**config.mk**
```make
export PLATFORM = sky130hd
export DESIGN_NAME = fit_policy_block_allocator_unit
export DESIGN_NICKNAME = d
export VERILOG_FILES = /design/src/hw/rtl/fpba_pkg.sv /design/src/hw/rtl/fit_policy_block_allocator_unit.sv /design/src/hw/rtl/fpba_mem.sv /design/src/hw/rtl/fpba_scan.sv
export SDC_FILE = /design/constraint.sdc
export NUM_CORES = 1
export LEC_CHECK = 0
export ABC_CLOCK_PERIOD_IN_PS = 8640
export BUFFER_PORTS_ARGS = -buffer_cell sky130_fd_sc_hd__buf_4
export CAP_MARGIN = 15
export CORE_MARGIN = 1
export CORE_UTILIZATION = 30
export CTS_BUF_LIST = sky130_fd_sc_hd__clkbuf_8
export DETAILED_ROUTE_END_ITERATION = 10
export PLACE_DENSITY = 0.55
export SYNTH_ARGS = -nofsm -noshare
export SYNTH_HDL_FRONTEND = slang
export SYNTH_SLANG_ARGS = --single-unit
```
**constraint.sdc**
```tcl
create_clock -name clock -period 8.64 [get_ports clock]
set_clock_uncertainty 0.15 [all_clocks]
set_input_delay 2.16 -clock clock [delete_from_list [all_inputs] [get_ports clock]]
set_output_delay 2.16 -clock clock [all_outputs]
set_load 0.005 [all_outputs]
```
**src/hw/rtl/fpba_pkg.sv**
```systemverilog
package fpba_pkg;

   localparam int MAX_BLOCKS = 64;
   localparam int ADDR_W     = $clog2(MAX_BLOCKS);
   localparam int CNT_W      = $clog2(MAX_BLOCKS + 1);
   localparam int SIZE_W     = 16;
   localparam int OWNER_W    = 8;
   localparam int MODE_W     = 2;
   localparam int CSR_IDX_W  = 1;
   localparam int CSR_DATA_W = 7;

   // Function codes of an input item.
   localparam logic FUNC_LOAD  = 1'b0;
   localparam logic FUNC_ALLOC = 1'b1;

   // Fit policy codes; the unused code behaves as first fit.
   localparam logic [MODE_W-1:0] FIT_FIRST = 2'd0;
   localparam logic [MODE_W-1:0] FIT_BEST  = 2'd1;
   localparam logic [MODE_W-1:0] FIT_WORST = 2'd2;

   // Configuration register indexes.
   localparam logic [CSR_IDX_W-1:0] CSR_FIT_MODE    = 1'd0;
   localparam logic [CSR_IDX_W-1:0] CSR_BLOCK_COUNT = 1'd1;

   typedef struct packed {
      logic                 func;
      logic [5:0]           entry_index;
      logic [SIZE_W-1:0]    entry_size;
      logic                 entry_free;
      logic [SIZE_W-1:0]    request_size;
      logic [OWNER_W-1:0]   owner_id;
   } req_type;

   typedef struct packed {
      logic                 found;
      logic [5:0]           block_index;
      logic [SIZE_W-1:0]    remainder_size;
      logic [OWNER_W-1:0]   granted_owner;
   } rsp_type;

   typedef struct packed {
      logic [SIZE_W-1:0]    size;
      logic                 free;
      logic [OWNER_W-1:0]   owner;
   } entry_type;

   typedef struct packed {
      logic                 wr_en;
      logic                 rd_en;
      logic [ADDR_W-1:0]    addr;
      entry_type            wr_entry;
   } mem_req_type;

endpackage

```
**src/hw/rtl/fit_policy_block_allocator_unit.sv**
```systemverilog
// Channel   Direction  Handshake            Payload
// req_      in         req_valid/req_ready  fpba_pkg::req_type req_data
// rsp_      out        rsp_valid/rsp_ready  fpba_pkg::rsp_type rsp_data
// csr_      in         csr_we               csr_index, csr_wdata
//
// A load transfer writes one table entry in the cycle it is accepted and its
// result goes out through the done state and the output register. An
// allocation scans the table at one entry per cycle through the single memory
// port. Reset is synchronous and clears the control state and the configuration
// registers; the table itself is undefined until loaded. A stalled result sits
// in the output register while the next item is already accepted and worked on.
module fit_policy_block_allocator_unit (
   input  logic                                clock,
   input  logic                                reset,
   input  logic                                req_valid,
   output logic                                req_ready,
   input  fpba_pkg::req_type                   req_data,
   output logic                                rsp_valid,
   input  logic                                rsp_ready,
   output fpba_pkg::rsp_type                   rsp_data,
   input  logic                                csr_we,
   input  logic [fpba_pkg::CSR_IDX_W-1:0]      csr_index,
   input  logic [fpba_pkg::CSR_DATA_W-1:0]     csr_wdata
);

   // Configuration registers.
   logic [fpba_pkg::MODE_W-1:0]     fit_mode_ff;
   logic [fpba_pkg::CSR_DATA_W-1:0] block_count_ff;

   // Output register that decouples the scan engine from the consumer.
   logic                            rsp_valid_ff, rsp_valid_in;
   fpba_pkg::rsp_type               rsp_data_ff, rsp_data_in;

   fpba_pkg::mem_req_type           mem_req;
   fpba_pkg::entry_type             rd_entry;
   logic                            res_valid;
   logic                            res_ready;
   fpba_pkg::rsp_type               res_item;

   always_ff @(posedge clock) begin
      if (reset) begin
         fit_mode_ff    <= fpba_pkg::FIT_FIRST;
         block_count_ff <= '0;
      end else if (csr_we) begin
         unique case (csr_index)
            fpba_pkg::CSR_FIT_MODE:    fit_mode_ff    <= csr_wdata[fpba_pkg::MODE_W-1:0];
            fpba_pkg::CSR_BLOCK_COUNT: block_count_ff <= csr_wdata;
            default: ;
         endcase
      end
   end

   // The engine hands its result over whenever the output slot is empty or
   // is being drained in the same cycle.
   assign res_ready = !rsp_valid_ff || rsp_ready;

   always_comb begin
      rsp_valid_in = rsp_valid_ff;
      rsp_data_in  = rsp_data_ff;
      if (rsp_valid_ff && rsp_ready) begin
         rsp_valid_in = 1'b0;
      end
      if (res_valid && res_ready) begin
         rsp_valid_in = 1'b1;
         rsp_data_in  = res_item;
      end
   end

   always_ff @(posedge clock) begin
      if (reset) begin
         rsp_valid_ff <= 1'b0;
      end else begin
         rsp_valid_ff <= rsp_valid_in;
      end
   end

   always_ff @(posedge clock) begin
      rsp_data_ff <= rsp_data_in;
   end

   assign rsp_valid = rsp_valid_ff;
   assign rsp_data  = rsp_data_ff;

   fpba_mem u_mem (
      .clock    (clock),
      .mem_req  (mem_req),
      .rd_entry (rd_entry)
   );

   fpba_scan u_scan (
      .clock       (clock),
      .reset       (reset),
      .in_valid    (req_valid),
      .in_ready    (req_ready),
      .in_item     (req_data),
      .fit_mode    (fit_mode_ff),
      .block_count (block_count_ff),
      .mem_req     (mem_req),
      .rd_entry    (rd_entry),
      .res_valid   (res_valid),
      .res_ready   (res_ready),
      .res_item    (res_item)
   );

endmodule

```
**src/hw/rtl/fpba_mem.sv**
```systemverilog
module fpba_mem (
   input  logic                 clock,
   input  fpba_pkg::mem_req_type mem_req,
   output fpba_pkg::entry_type  rd_entry
);

   // Block table: one word per entry, single port, registered read.
   fpba_pkg::entry_type table_mem [fpba_pkg::MAX_BLOCKS];
   fpba_pkg::entry_type rd_ff;

   always_ff @(posedge clock) begin
      if (mem_req.wr_en) begin
         table_mem[mem_req.addr] <= mem_req.wr_entry;
      end
      if (mem_req.rd_en) begin
         rd_ff <= table_mem[mem_req.addr];
      end
   end

   assign rd_entry = rd_ff;

endmodule

```
**src/hw/rtl/fpba_scan.sv**
```systemverilog
module fpba_scan (
   input  logic                            clock,
   input  logic                            reset,
   input  logic                            in_valid,
   output logic                            in_ready,
   input  fpba_pkg::req_type               in_item,
   input  logic [fpba_pkg::MODE_W-1:0]     fit_mode,
   input  logic [fpba_pkg::CSR_DATA_W-1:0] block_count,
   output fpba_pkg::mem_req_type           mem_req,
   input  fpba_pkg::entry_type             rd_entry,
   output logic                            res_valid,
   input  logic                            res_ready,
   output fpba_pkg::rsp_type               res_item
);

   typedef enum logic [2:0] {
      S_IDLE = 3'b001,
      S_SCAN = 3'b010,
      S_DONE = 3'b100
   } state_type;

   state_type                         state_ff, state_in;
   logic [fpba_pkg::CNT_W-1:0]        limit_ff, limit_in;
   logic [fpba_pkg::CNT_W-1:0]        iss_ff, iss_in;
   logic                              pend_ff, pend_in;
   logic [fpba_pkg::ADDR_W-1:0]       cmp_idx_ff, cmp_idx_in;
   logic                              found_ff, found_in;
   logic [fpba_pkg::ADDR_W-1:0]       pick_ff, pick_in;
   logic [fpba_pkg::SIZE_W-1:0]       best_ff, best_in;
   logic [fpba_pkg::SIZE_W-1:0]       req_size_ff, req_size_in;
   logic [fpba_pkg::OWNER_W-1:0]      owner_ff, owner_in;

   logic                              issue;
   logic                              fits;
   logic                              take;
   logic [fpba_pkg::CNT_W-1:0]        count_clamped;

   // A count beyond the table depth scans the whole table.
   always_comb begin
      if (block_count > fpba_pkg::CSR_DATA_W'(fpba_pkg::MAX_BLOCKS)) begin
         count_clamped = fpba_pkg::CNT_W'(fpba_pkg::MAX_BLOCKS);
      end else begin
         count_clamped = fpba_pkg::CNT_W'(block_count);
      end
   end

   assign issue = (state_ff == S_SCAN) && (iss_ff < limit_ff);
   assign fits  = rd_entry.free && (rd_entry.size >= req_size_ff);
   // Strict compares keep the lowest index on ties.
   assign take  = fits && (!found_ff
                  || ((fit_mode == fpba_pkg::FIT_BEST)  && (rd_entry.size < best_ff))
                  || ((fit_mode == fpba_pkg::FIT_WORST) && (rd_entry.size > best_ff)));

   always_comb begin
      state_in    = state_ff;
      limit_in    = limit_ff;
      iss_in      = iss_ff;
      pend_in     = 1'b0;
      cmp_idx_in  = cmp_idx_ff;
      found_in    = found_ff;
      pick_in     = pick_ff;
      best_in     = best_ff;
      req_size_in = req_size_ff;
      owner_in    = owner_ff;
      in_ready    = 1'b0;
      res_valid   = 1'b0;

      mem_req          = '0;
      mem_req.wr_entry = '{size:  in_item.entry_size,
                           free:  in_item.entry_free,
                           owner: in_item.owner_id};

      unique case (state_ff)
         S_IDLE: begin
            in_ready = 1'b1;
            mem_req.addr = in_item.entry_index;
            if (in_valid) begin
               found_in    = 1'b0;
               pick_in     = '0;
               best_in     = '0;
               req_size_in = in_item.request_size;
               owner_in    = in_item.owner_id;
               limit_in    = count_clamped;
               iss_in      = '0;
               if (in_item.func == fpba_pkg::FUNC_LOAD) begin
                  mem_req.wr_en = 1'b1;
                  state_in      = S_DONE;
               end else begin
                  state_in = S_SCAN;
               end
            end
         end
         S_SCAN: begin
            mem_req.rd_en = issue;
            mem_req.addr  = iss_ff[fpba_pkg::ADDR_W-1:0];
            if (issue) begin
               iss_in     = iss_ff + 1'b1;
               pend_in    = 1'b1;
               cmp_idx_in = iss_ff[fpba_pkg::ADDR_W-1:0];
            end
            if (pend_ff && take) begin
               found_in = 1'b1;
               pick_in  = cmp_idx_ff;
               best_in  = rd_entry.size;
            end
            if (!issue && !pend_ff) begin
               state_in = S_DONE;
            end
         end
         S_DONE: begin
            res_valid = 1'b1;
            if (res_ready) begin
               state_in = S_IDLE;
            end
         end
         default: begin
            state_in = S_IDLE;
         end
      endcase
   end

   always_comb begin
      res_item = '0;
      if (found_ff) begin
         res_item.found          = 1'b1;
         res_item.block_index    = pick_ff;
         res_item.remainder_size = best_ff - req_size_ff;
         res_item.granted_owner  = owner_ff;
      end
   end

   always_ff @(posedge clock) begin
      if (reset) begin
         state_ff <= S_IDLE;
         pend_ff  <= 1'b0;
         found_ff <= 1'b0;
      end else begin
         state_ff <= state_in;
         pend_ff  <= pend_in;
         found_ff <= found_in;
      end
   end

   always_ff @(posedge clock) begin
      limit_ff    <= limit_in;
      iss_ff      <= iss_in;
      cmp_idx_ff  <= cmp_idx_in;
      pick_ff     <= pick_in;
      best_ff     <= best_in;
      req_size_ff <= req_size_in;
      owner_ff    <= owner_in;
   end

endmodule

```
==> key figures <==
Run status
  • Status: complete, no violations

Clock tree
  • Number of H-tree levels: 4
  • Clk sinks: between 1000 and 1500
  • Root Driver: clkbuf_8
  • Hold-fix buffers, CTS: 0
  • Post-CTS setup buffers: 0
  • Post-CTS resize count: 0
  • CTS tree: yes
  • Max Buffers Root-to-Sink: 3
  • CTS Buf Count: 192
  • Clk slew on worst S/H paths: 0.06 ns
  • Worst-skew pair later-pin latency: 0.92 ns

Route
  • Final wirelength: around 140000 µm
  • Average wire per standard cell: roughly 27 µm
  • DR iter-0 viols: between 3000 and 4000
  • DRT Pass-1 Iters: 5
  • WL met2: 63400 µm
  • DRC Markers: 0
  • Vias/cell: between 5 and 6
  • Remaining antenna violation count after routing: 0
  • Post-Route M1 WL: 59100 µm
  • Top Layer Used: met5
  • Total number of vias: 27300
  • Met3 WL: approximately 12000 µm

Critical path
  • CP arrival: 5.94 ns
  • Ordered list of cells on the worst path: buf_4, nand3b_1, a21o_2, nor3_2, buf_4, nand2_1, nor2_2
  • Crit-path max FO: between 40 and 50
  • Critical path class: primary input to flop
  • Worst Path Buf+Inv: 2
  • CP top delay family: simple AND/OR/NAND/NOR gates
  • Worst setup EP type: flop
  • Data required, critical path: approximately 9 ns
  • Most frequent CP cell: buf_4
  • Slowest CP cell: nor2_2
  • Worst R2R Setup Slack: 3.59 ns
  • Worst R2R End: u_mem.table_mem[21][23]
  • Startpoint types: primary input
  • Worst r2r src: u_scan.state_ff[2]
  • R2R cell count: 7
  • Crit-path max cell delay: 1.07 ns

Power and ir drop
  • Sw Share: 0.250
  • Pleak: 17.0 nW
  • Maximum vdd ir drop: approximately 0.00012 V
  • Clock share of power: 0.381
  • Flop pwr share: 0.544
  • Pwr dens: 225 nW/µm²
  • P_sw: just over 3 mW
  • Internal power: about 9.0 mW
  • Logic pwr share: 0.075

Synthesis
  • Mapped Area: 46500 µm²
  • Synth Flop Type: edfxtp_1
  • Total nets after synthesis: between 2000 and 3000
  • Register area share after synthesis: 0.783
  • FFs w/ async S/R, synth: 0
  • Yosys cell types: 55
  • Synthesized area per cell: 17.1 µm²
  • Register bit count reported by yosys: approximately 1200
  • Yosys warnings: 0
  • Post-Synthesis Cells: between 2000 and 3000
  • Number of synthesized flops with an enable pin: 1202

Timing
  • Final Max Tran Viols: 0
  • Max frequency: approximately 180 MHz
  • RSZ-0062 raised after global routing: false
  • Final hold violation count: 0
  • Setup-failing EPs final: 0
  • Final WS setup: 3.06 ns
  • Max transition margin: 0.192
  • Least-Margin Pin Slew: 1.20 ns
  • Min Tclk post-route: roughly 5.6 ns
  • Setup TNS: 0 ns
  • Period Utilization, post-route: 0.645

Global routing
  • Initial antenna violation count: 8
  • Total grt overflow: 0
  • First-pass GRT wire length: roughly 200000 µm
  • Total Routing Usage GR: 0.173
  • Pin count of the biggest net entering global routing: between 90 and 100
  • Vias in the first global route: around 27000

Floorplan
  • Starting Density: 0.302
  • Die Ht: 396 µm
  • Row Count: 144
  • Number of I/O pins: between 90 and 100
  • Die Area: 156000 µm²
  • Die width: 396 µm
  • CORE AREA: 154000 µm²

Worst hold path
  • Hold WC Path Type: flop to flop
  • Hold Path End: block_count_ff[0]
  • Hold path depth: 2
  • Hold_sp: block_count_ff[0]

Layout
  • Design area: 53700 µm²
  • Highest-count cells in the layout ignoring fill and taps: edfxtp_1, a22oi_1, clkbuf_8
  • Commonest non-fill, non-tap cell in the layout: edfxtp_1
  • Layout Nets: 3031
  • Area of the multi-input gates: 9410 µm²
  • Area delta synth->final: 15.6%
  • Fraction of layout instances using a drive strength above 1: 0.174
  • # fillers: roughly 15000
  • Layout Cells excl Fill: 5126
  • Storage cell area: 36400 µm²

Flow run
  • Max-cap violations: 0

Place
  • Placed Instances: ~4800
  • Place WS: 2.22 ns
  • Cell Area, Placed: 50100 µm²
  • Post-DP HPWL: 79300 µm
  • Global placement routability congestion: 0.823
  • PortBufs: 93
[state kept, by name, indices dropped and copies added, names as in the netlist]
signal	count
block_count_ff	7
u_scan.best_ff	16
u_scan.limit_ff	7
u_scan.cmp_idx_ff	6
u_scan.iss_ff	7
rsp_data	31
u_scan.owner_ff	8
u_scan.req_size_ff	16
u_scan.found_ff	1
u_scan.pick_ff	6
u_scan.pend_ff	1
u_mem.rd_entry	17
fit_mode_ff	2
rsp_valid	1
u_mem.table_mem	1088
u_scan.state_ff	3
[logic make-up (layout without fill, tap and decap cells)]
logic type / count (synthesis) / count (layout) / share of synthesized area
compound gates: 693 / 693 / 0.113
xor+xnor: 18 / 18 / 0.00339
fa+ha+maj: 55 / 55 / 0.0150
buf+inv: 223 / 588 / 0.0200
flops: 1217 / 1217 / 0.783
mux: 1 / 1 / 0.000215
other cells: 0 / 5 / 0
simple gates: 505 / 505 / 0.0656
[power groups by stage]
| stage | Sequential, mW | Combinational, mW | Clock (mW) |
|---|---|---|---|
| 2_1_floorplan | 6.67 | 0.456 | 0 |
| 3_3_place_gp | 6.68 | 0.888 | 0 |
| 3_5_place_dp | 6.68 | 0.899 | 0 |
| 4_1_cts | 6.56 | 0.901 | 4.67 |
| 5_1_grt | 6.56 | 0.955 | 4.91 |
| 6_report | 6.56 | 0.908 | 4.59 |
[synthesized netlist by cell type, types with 10 or more instances]
master	count	area, µm²
edfxtp_1	1202	36100
a22oi_1	404	3030
nor2_1	119	447
clkbuf_1	107	402
and4_1	102	893
a41oi_1	58	508
ha_1	54	676
and3_1	52	325
a31oi_1	50	313
nor4_1	50	313
inv_1	45	169
buf_2	43	215
and2_1	39	244
nand2_1	37	139
a21oi_1	35	175
a221oi_1	30	263
a22o_1	29	254
a31o_2	24	210
buf_1	23	86.3
nand3_1	23	115
nand4_1	22	138
a21o_1	16	120
nor2b_1	16	100
o21ai_0	16	80.1
dfxtp_1	15	300
nor3_1	12	60.1
a41o_1	10	100
xnor2_1	10	87.6
[worst max-delay path by stage]
stage | start | end | slack, ns | cells after the start
2_1_floorplan | req_data[41] | u_mem.table_mem[11][10] | 3.54 | 9
3_3_place_gp | req_data[43] | u_mem.rd_entry[10] | 2.04 | 10
6_report | req_data[43] | u_mem.table_mem[21][23] | 3.06 | 7
4_1_cts | req_data[41] | u_mem.table_mem[21][23] | 3.20 | 8
5_1_grt | req_data[41] | u_mem.table_mem[21][23] | 3.03 | 8
3_5_place_dp | req_data[41] | u_mem.table_mem[21][9] | 2.22 | 8
[routing by layer]
| metal | global-route usage | up-vias |
|---|---|---|
| li1 | - | 11700 |
| met1 | 0.237 | 14000 |
| met2 | 0.267 | 1330 |
| met3 | 0.0363 | 224 |
| met4 | 0.0684 | 6 |
| met5 | 0 | - |
[tightest hold or removal path: cells and delay by family (launching register included)]
family	cells	cell delay, ns
compound gates	1	0.05
flops	1	0.30
simple gates	1	0.05
[through the flow]
step                total power, mW   util  hold slack [ns]
global placement               7.57  0.325            0.294
finish                         12.1  0.349            0.302
floorplan                      7.13      -            0.282
detailed placement             7.58  0.325            0.294
global route                   12.4  0.349            0.345
CTS                            12.1  0.348            0.302
[layout make-up]
type | count | share of cell area
repair buffers | 187 | 0.0296
flip-flops and latches | 1217 | 0.678
inverters | 45 | 0.00315
well taps | 2044 | 0.0476
diodes | 5 | 0.000233
clock buffers | 192 | 0.0492
multi-input cells | 1272 | 0.175
clock inverters | 164 | 0.0169
(Power assumes the default switching activity.)
